File: config.mk
export PLATFORM = sky130hd
export DESIGN_NAME = gn2d_fade
export DESIGN_NICKNAME = d
export VERILOG_FILES = /design/src/rtl/gn2d_pkg.sv /design/src/rtl/gn2d_fade.sv
export SDC_FILE = /design/constraint.sdc
export NUM_CORES = 2
export LEC_CHECK = 0
export BUFFER_PORTS_ARGS = -buffer_cell sky130_fd_sc_hd__buf_4
export CAP_MARGIN = 10
export CORE_ASPECT_RATIO = 0.5
export CORE_MARGIN = 4
export CORE_UTILIZATION = 40
export CTS_BUF_LIST = sky130_fd_sc_hd__clkbuf_4
export CTS_CLUSTER_SIZE = 20
export DETAILED_ROUTE_END_ITERATION = 10
export HOLD_SLACK_MARGIN = 0.03
export PLACE_DENSITY = 0.65
export SLEW_MARGIN = 20
export SYNTH_ARGS = -nofsm -noshare
export SYNTH_HDL_FRONTEND = slang
export SYNTH_SLANG_ARGS = --single-unit
File: constraint.sdc
create_clock -name clk_i -period 12.3 [get_ports clk_i]
set_clock_uncertainty 0.05 [all_clocks]
set_input_delay 1.23 -clock clk_i [delete_from_list [all_inputs] [get_ports clk_i]]
set_output_delay 1.23 -clock clk_i [all_outputs]
set_load 0.01 [all_outputs]
File: src/rtl/gn2d_pkg.sv
`timescale 1ns / 1ps
package gn2d_pkg;
  localparam int FracBits = 16;
  localparam int MaxShift = 8;
  localparam logic CmdLoad = 1'b0;
  localparam logic CmdEval = 1'b1;
  localparam logic [3:0] ShiftReset = 4'd4;

  typedef logic signed [FracBits+5:0] fx_t;

  typedef struct packed {
    logic       valid;
    logic       wr;
    logic [7:0] addr;
    logic [7:0] data;
  } tbl_req_t;

  function automatic fx_t fx_mul(fx_t a, fx_t b);
    logic signed [2*(FracBits+6)-1:0] p;
    p = a * b + (1 <<< (FracBits - 1));
    return fx_t'(p >>> FracBits);
  endfunction

  function automatic fx_t corner(logic [1:0] h, fx_t dx, fx_t dy);
    fx_t u;
    fx_t v;
    fx_t pu;
    fx_t pv;
    u  = h[1] ? dy : dx;
    v  = h[1] ? dx : dy;
    pu = h[0] ? -u : u;
    pv = h[1] ? -(v <<< 1) : (v <<< 1);
    return pu + pv;
  endfunction
endpackage

File: src/rtl/gn2d_fade.sv
`timescale 1ns / 1ps
module gn2d_fade import gn2d_pkg::*; (
  input  logic clk_i,
  input  fx_t  t_i,
  output fx_t  s_o
);
  localparam fx_t One = fx_t'(1) <<< FracBits;
  fx_t t1_q, tt_q, p1_q, t3_q, p2_q, s_q;

  always_ff @(posedge clk_i) begin
    t1_q <= t_i;
    tt_q <= fx_mul(t_i, t_i);
    p1_q <= fx_mul(t_i, fx_t'(6) * t_i - fx_t'(15) * One);
    t3_q <= fx_mul(tt_q, t1_q);
    p2_q <= p1_q + fx_t'(10) * One;
    s_q  <= fx_mul(t3_q, p2_q);
  end
  assign s_o = s_q;
endmodule

==> key figures <==
Run status
  – Outcome: finished, final reports clean

Routing
  – WL per Instance: 17.78 um
  – Vias/cell: 4.921
  – Drt total wl: 153.3 mm
  – Residual DRC: 0
  – Iter 0 DRT Violations: 2411
  – 1st-pass router iterations: 5
  – Via count: 42430
  – ANT nets after route: 0

GRT
  – Pin count of the biggest net entering global routing: 46
  – Vias in the first global route: 47630
  – First-pass GRT wire length: 256.8 mm
  – GRT Residual Overflow: 0
  – Overall Global Routing Usage: 19.80%
  – Initial antenna violation count: 8

Die
  – Core area: 0.1556 sq mm
  – Die area: 0.1643 sq mm
  – Initial Util: 40.51%
  – Die Y: 288.7 um
  – Die width: 569.3 um
  – IO Pins: 45
  – Row count: 102

Layout
  – Footprint of the multi-input gates: 0.05278 sq mm
  – Layout area overhead: 4.410%
  – # fillers: 15170
  – Layout Nets: 8793
  – Layout cells sized above 1: 3.076%
  – Register Area: 0.002646 sq mm

Logic synthesis
  – Post-synthesis sequential area ratio: 4.193%
  – Ys async rst share: 0%
  – Mapped Cells: 6669
  – Ys Warns: 0
  – Dominant cells by area after synthesis: fa_1 54%, ha_1 11%, inv_1 10%
  – Avg Inst Size Synth: 9.449 sq um
  – Commonest cells in the netlist: 1734 x inv_1, 1704 x fa_1, 1033 x nand2_1, 541 x ha_1, 431 x and2_1
  – Yosys reg bits: 132
  – Distinct cells, synth: 70
  – Cell taking the most area after synthesis: fa_1
  – Adder-cell share of the synthesized area: 64.88%
  – Post-synth top area share: 54.13%
  – Mux contribution to synthesized area: 0.01787%
  – Simple-gate share of the synthesized area: 13.21%
  – Count leader, synth: inv_1
  – Synth Area in XOR/XNOR: 2.758%
  – EDFF count, synth: 0
  – Post-synthesis compound-gate area fraction: 2.817%
  – Syn_nets: 8937
  – Mapped Area: 0.06302 sq mm
  – Synth Flop Type: dfxtp_1
  – Largest family of logic cells by synthesized area: adder cells

Placed design
  – Port Buffer Count: 44
  – GPL Wtd Cong: 0.8708
  – Dpl hpwl: 126.9 mm

Timing
  – RSZ-0062 raised after global routing: no
  – Final setup fails: 0
  – Max-slew violation count: 0
  – Max Fclk: 95.99 MHz
  – Pin slew with the least headroom to its limit: 1.124 ns
  – Final Hold Violating Endpoints: 0
  – Min Tclk post-route: 10.42 ns
  – Setup_tns: 0 ns
  – Relative slew slack: 24.98%
  – Period utilisation layout: 84.70%

Clock network
  – Clock Sinks: 132
  – Post-cts gate resize count: 0
  – Clk Latency, worst-skew pair: 0.82 ns
  – Reg clk slew, reported paths: 0.17 ns
  – Inserted Clock Buffers: 17
  – Hold_buf cts: 0
  – Htree depth: 4
  – Post-CTS Setup Bufs: 0
  – CTS tree: built
  – Clock root buffer: clkbuf_4
  – Clk buf depth: 2

Critical path
  – Slowest cell on the critical path: xnor2_2
  – Largest stage delay, worst path: 0.65 ns
  – Crit-path max FO: 44
  – Required time worst endpoint: 12.98 ns
  – CP startpoint kind: input port
  – Arr. time, crit path: 11.10 ns
  – Worst setup path category: input port to flop
  – Critical Path End Type: flop
  – Reg2reg setup slack: 4.52 ns
  – Most Frequent Cell on Critical Path: fa_1

Worst hold path
  – HP Class: flop to flop

Flow run
  – Max Cap Viol: 0
-- final timing paths --
path	from	endpoint	cells past startpoint
min reg2reg	p1_q[0]	p2_q[0]	0
max reg2reg	p2_q[1]	s_o[12]	19
min	p1_q[0]	p2_q[0]	0
max	t_i[2]	p1_q[21]	36
-- per-stage QoR --
step | hold WS (ns) | utilization [%] | worst slack [ns] | instances | cell area [sq um]
after floorplan | 0.2596 | - | 2.146 | 6669 | 63020
after global placement | 0.2609 | 42.13 | 1.198 | 8586 | 65550
after detailed placement | 0.2621 | 42.14 | 1.136 | 8586 | 65550
after CTS | 0.2945 | 42.28 | 2.113 | 8615 | 65780
after global routing | 0.2984 | 42.29 | 1.406 | 8621 | 65790
final | 0.2934 | 42.29 | 1.882 | 8621 | 65790
-- area by class of cell --
type,instances,area share [%]
antenna,6,0.02282
timing repair buffer,133,1.518
tap,2080,3.956
clock inverter,11,0.1388
inverter,1739,9.921
clock buffer,18,0.2054
sequential,132,4.022
multi-input combinational,4502,80.22
-- registers in the layout (all words and copies together), names as in the netlist --
signal / flops
tt_q: 22
s_o: 22
p2_q: 22
t1_q: 22
t3_q: 22
p1_q: 22
-- metal layers --
metal	GRT usage [%]	up-vias	routed length (um)
li1	-	18770	-
met4	5.333	0	3728
met1	26.30	22300	65040
met2	34.61	1153	76550
met5	0	-	0
met3	2.170	199	7928
-- placed cells by master, fill, tap and decap left out, types with 10 or more instances in the layout --
| master | netlist | final |
|---|---|---|
| and2_1 | 431 | 431 |
| a21o_1 | 45 | 45 |
| buf_4 | 0 | 133 |
| nand2_1 | 1033 | 1033 |
| a21oi_1 | 81 | 81 |
| xor2_1 | 47 | 47 |
| nand2b_1 | 75 | 75 |
| o21a_1 | 15 | 15 |
| inv_1 | 1734 | 1734 |
| o21bai_1 | 13 | 13 |
| nor2_1 | 132 | 132 |
| clkbuf_4 | 0 | 18 |
| nand4_1 | 16 | 16 |
| fa_1 | 1704 | 1704 |
| ha_1 | 541 | 541 |
| or2_2 | 10 | 10 |
| nand3_1 | 25 | 25 |
| and3_1 | 11 | 11 |
| nor3_1 | 17 | 17 |
| xnor2_1 | 137 | 131 |
| o21ai_0 | 42 | 42 |
| nor2b_1 | 31 | 31 |
| dfxtp_1 | 132 | 129 |
-- worst max-delay path, delay by kind of cell --
family	cells	cell delay, ns
xor gates and xnor gates	3	0.99
AOI/OAI and AO/OA	11	2.56
and+or+nand+nor	4	0.64
adders and majority gates	12	4.92
buffers and inverters	6	0.70
-- kinds of logic after synthesis --
family / after synthesis
buffers and inverters: 2035
DFF: 132
xor gates and xnor gates: 191
muxes: 1
and+or+nand+nor: 1799
AOI/OAI and AO/OA: 266
adders and majority gates: 2245
Power is left out: the tool's default activity adds up to more than one toggle a clock period on the data nets, which glitch-free logic cannot reach.
