<file path="config.mk">
export PLATFORM = sky130hd
export DESIGN_NAME = gn2d_ram
export DESIGN_NICKNAME = d
export VERILOG_FILES = /design/src/rtl/gn2d_ram.sv
export SDC_FILE = /design/constraint.sdc
export NUM_CORES = 2
export LEC_CHECK = 0
export BUFFER_PORTS_ARGS = -buffer_cell sky130_fd_sc_hd__buf_2
export CORE_MARGIN = 2
export CORE_UTILIZATION = 40
export DETAILED_ROUTE_END_ITERATION = 16
export PLACE_DENSITY_LB_ADDON = 0.25
export SLEW_MARGIN = 40
export SYNTH_ARGS = -nofsm -noshare
export SYNTH_HDL_FRONTEND = slang
export SYNTH_SLANG_ARGS = --single-unit
</file>
<file path="constraint.sdc">
create_clock -name clk_i -period 3.1 [get_ports clk_i]
set_input_delay 0.62 -clock clk_i [delete_from_list [all_inputs] [get_ports clk_i]]
set_output_delay 0.62 -clock clk_i [all_outputs]
set_load 0.005 [all_outputs]
</file>
<file path="src/rtl/gn2d_ram.sv">
`timescale 1ns / 1ps
module gn2d_ram (
  input  logic       clk_i,
  input  logic       we_i,
  input  logic [7:0] waddr_i,
  input  logic [7:0] wdata_i,
  input  logic [7:0] raddr_a_i,
  input  logic [7:0] raddr_b_i,
  output logic [7:0] rdata_a_o,
  output logic [7:0] rdata_b_o
);
  logic [7:0] mem [256];

  always_ff @(posedge clk_i) begin
    if (we_i) begin
      mem[waddr_i] <= wdata_i;
    end
    rdata_a_o <= mem[raddr_a_i];
    rdata_b_o <= mem[raddr_b_i];
  end
endmodule

</file>
==> flow_results.org <==
** STA
- Post-layout worst setup margin :: 52.79 ps
- Largest clock skew in the final design :: 69.11 ps
- WHS :: 258.2 ps
- Share of the clock period used by the worst path after layout :: 0.9830
- Setup repair after global routing left no endpoint under its margin.
- In this run the tightest slew margin relative to its limit is 0.4087.
- Max-slew violations :: 0
- Post-route minimum period :: 3047 ps
- At the pin with the least slew margin, the transition time is 887.0 ps.
- Hold Fails Final Rpt :: 0
- For this run, the top clock speed supported by timing is 328.2 MHz.
- Setup Viol. Count Final :: 0

** Finish
- Final core area utilization :: 0.4741
- The layout has 19,790 filler cells.
- Finished Layout Cells :: 9,000
- Of the cells placed in the final design, the portion with a size suffix greater than 1 is 0.4114.
- Compared with the post-synthesis result, the final layout area differs by 17.72%.
- For this run, the post-layout net count is 5,671.
- The multi-input combinational cells in the finished layout cover a total of 32,560 µm².
- Register cell area after layout :: 61,820 µm²

** Setup path
- For the worst setup path, the data arrival time is 3790 ps.
- The critical path starts at raddr_a_i[0].
- The worst setup path is launched from an input pin.
- By startpoint and endpoint, the worst setup path is classified as in2reg.
- Worst Path Max Fanout :: 34
- The number of buffers and inverters on the critical path is 5.
- For the worst setup path, the data required time is 3840 ps.
- On the critical path the largest part of the delay comes from buffers and inverters.
- FF-to-FF Start :: mem[95][4]
- Critical-path top delay cell :: sky130_fd_sc_hd__mux4_2
- Kind of end point of the critical path :: flip-flop
- List of cells traversed by the critical path :: buf_8 > buf_12 > buf_12 > mux4_2 > mux4_2 > nand2_1 > a21oi_1 > buf_4 > o31ai_1 > buf_4 > a211oi_1
- On the worst path, the slowest cell contributes a delay of 560 ps.

** Global route
- Antenna violations before repair :: 14
- Global router's overall resource usage :: 0.2585
- Pin count of the biggest net entering global routing :: 101
- GRT Residual Overflow :: 0
- Via count of the first global-routing pass :: 56,950
- Global-route wire length before repair :: 446,000 µm

** Die
- In this run the horizontal extent of the chip is 496.4 µm.
- Core box area :: 240,800 µm²
- From bottom edge to top edge, the die measures 496.4 µm.
- Die Outline Area :: 246,400 µm²
- Initial Utilization :: 0.4028
- I/O pin count :: 50
- Row generation in the floorplan step produced 180 rows.

** Detailed routing
- In the routed design, unresolved DRC markers number 0.
- After detailed routing, the average wire length per cell comes to 35.43 µm.
- Routed via count divided by cell count :: 6.349
- The detail route stage leaves a number of antenna-violating nets equal to 0.
- Summed over all layers, the routed wires come to 318,900 µm.
- After the first detailed-routing iteration, the DRC count stood at 7,823.
- Pre-Repair DR Iteration Count :: 6
- The routed layout has 57,140 vias.

** Outcome
- The flow ran to the end, and the final reports show no timing, DRC or antenna violations.

** Placed design
- Cell total after placement :: 8,606
- Dpl hpwl :: 221,400 µm
- Buffers added on ports :: 49
- Final weighted congestion in routability-driven placement :: 0.9170
- OpenSTA, run right after detailed placement, puts the worst setup slack at -792.0 ps.

** Pwr
- Dividing total power by cell area gives a power density of 546.5 nW/µm².
- For this design the static power due to leakage is 0.03721 µW.
- Across the VDD grid, the largest voltage drop is 0.5617 mV.

** Logic synthesis
- The biggest area contributor in the post-synthesis netlist is sky130_fd_sc_hd__edfxtp_1.
- In this run, distinct cell masters in the synthesized netlist total 65.
- Post-synth EDFFs :: 2,048
- Ranked by total cell area, the synthesized netlist is headed by sky130_fd_sc_hd__edfxtp_1 63%, sky130_fd_sc_hd__mux4_2 24%, sky130_fd_sc_hd__mux2i_1 2.4%.
- Of the synthesized area, sequential elements account for 0.6375.
- Warnings, synthesis :: 0
- After technology mapping, the gate count stands at 4,847.
- The synthesized design contains 2,064 register bits.
- Of the post-synthesis cell area, the dominant cell type holds 0.6342.
- Proportion of register bits with asynchronous set or reset after synthesis :: 0
- The average instance in the mapped netlist occupies 20.01 µm².
- The most used flip-flop cell after synthesis is sky130_fd_sc_hd__edfxtp_1.
- The synthesized netlist occupies a cell area of 96,970 µm².
- Mapped Nets :: 4,881

** Worst hold path
- The startpoint identified for the worst hold timing path is wdata_i[0].
- The path class of the tightest hold or removal check is in2reg.

** CTS
- Number of resized instances in the post-cts repair step :: 0
- Clock insertion delay at the later pin of the skew report :: 880 ps
- In this run the number of H-tree levels came out at 4.
- Clock transition at the registers of the reported paths :: 60 ps
- The tree is rooted in a sky130_fd_sc_hd__clkbuf_16.
- TritonCTS clock tree :: done
- The tree built by TritonCTS fans out to 2,064 sinks.
- Inserted Clock Buffers :: 214
- After clock tree synthesis, the flow added hold-fix buffers numbering 0.
- Post-CTS timing repair inserted 0 buffers for setup.
- Maximum root-to-sink buffer count :: 3

** Flow run
- Max-cap violations in this run came to 0.
## synth_stat cells (25+ instances only)
library cell and n:
sky130_fd_sc_hd__buf_6 44, sky130_fd_sc_hd__nor2_1 298, sky130_fd_sc_hd__o21ai_0 34, sky130_fd_sc_hd__buf_4 42, sky130_fd_sc_hd__buf_1 25, sky130_fd_sc_hd__edfxtp_1 2048, sky130_fd_sc_hd__a211oi_1 28, sky130_fd_sc_hd__nand2_1 114
sky130_fd_sc_hd__nand3_1 52, sky130_fd_sc_hd__o221ai_1 65, sky130_fd_sc_hd__o22ai_1 48, sky130_fd_sc_hd__buf_8 35, sky130_fd_sc_hd__nor2b_1 27, sky130_fd_sc_hd__mux2i_1 236, sky130_fd_sc_hd__a22oi_1 62, sky130_fd_sc_hd__clkbuf_1 137
sky130_fd_sc_hd__buf_2 104, sky130_fd_sc_hd__a21oi_1 79, sky130_fd_sc_hd__mux4_2 1051, sky130_fd_sc_hd__mux2_2 38, sky130_fd_sc_hd__a221oi_1 32
## layer usage
layer,up-vias,track usage,part of all wire
met1,30760,0.3624,0.39
li1,22670,-,-
met2,3230,0.4066,0.47
met3,477,0.04879,0.097
met5,-,0,0.000088
met4,4,0.09010,0.038
## path summary, 6_finish.rpt
kind | slack, ps | depth (start not counted) | endpoint
max | 50 | 11 | rdata_a_o[1]
min | 260 | 1 | mem[237][0]
max reg2reg | 170 | 7 | rdata_a_o[4]
min reg2reg | 1100 | 6 | rdata_a_o[6]
## per-stage QoR
stage	instance area, µm²	setup TNS, ps	power (µW)
after floorplan	96970	0	34440
after global routing	114100	0	63870
final	114200	0	62380
after CTS	114100	0	62680
after global placement	107300	-8066	37390
after detailed placement	107300	-6824	37410
## cells in the final DEF (no fill, tap or decap), types with 32 or more instances in the layout
cell | synthesis | final
sky130_fd_sc_hd__clkbuf_1 | 137 | 42
sky130_fd_sc_hd__edfxtp_1 | 2048 | 2048
sky130_fd_sc_hd__clkbuf_16 | 0 | 219
sky130_fd_sc_hd__clkinv_2 | 0 | 38
sky130_fd_sc_hd__o21ai_0 | 34 | 34
sky130_fd_sc_hd__o22ai_1 | 48 | 48
sky130_fd_sc_hd__a221oi_1 | 32 | 32
sky130_fd_sc_hd__mux2i_1 | 236 | 236
sky130_fd_sc_hd__o221ai_1 | 65 | 65
sky130_fd_sc_hd__mux2_2 | 38 | 38
sky130_fd_sc_hd__a21oi_1 | 79 | 79
sky130_fd_sc_hd__nand2_1 | 114 | 114
sky130_fd_sc_hd__nor2_1 | 298 | 296
sky130_fd_sc_hd__buf_2 | 104 | 33
sky130_fd_sc_hd__buf_4 | 42 | 791
sky130_fd_sc_hd__mux4_2 | 1051 | 1051
sky130_fd_sc_hd__clkinv_1 | 4 | 44
sky130_fd_sc_hd__a22oi_1 | 62 | 62
sky130_fd_sc_hd__buf_12 | 8 | 130
sky130_fd_sc_hd__nand3_1 | 52 | 52
## sequential cells by signal (all words and copies together), names as in the netlist
name and cells:
rdata_a_o 8, rdata_b_o 8, mem 2048
## area by class of cell
type | instances | area share
well taps | 3185 | 0.03491
clock buffers | 263 | 0.04963
flip-flops and latches | 2064 | 0.5416
multi-input cells | 2382 | 0.2853
inverters | 6 | 0.0002302
diodes | 11 | 0.0002411
repair buffers | 969 | 0.07808
clock inverters | 120 | 0.01009
## kinds of logic after synthesis
family / count (synthesis) / synth area share
multiplexers: 1325 / 0.2729
flip-flops: 2064 / 0.6375
AO/OA/AOI/OAI: 466 / 0.03539
AND/OR/NAND/NOR: 591 / 0.02695
buffers and inverters: 401 / 0.02730
## power breakdown
part	internal, µW	leakage [µW]	switching (µW)
clock network	14400	0.00333	11100
logic	2570	0.0153	3430
registers	30800	0.0185	119
total	47700	0.0372	14700
Power figures use the tool's default switching activity.
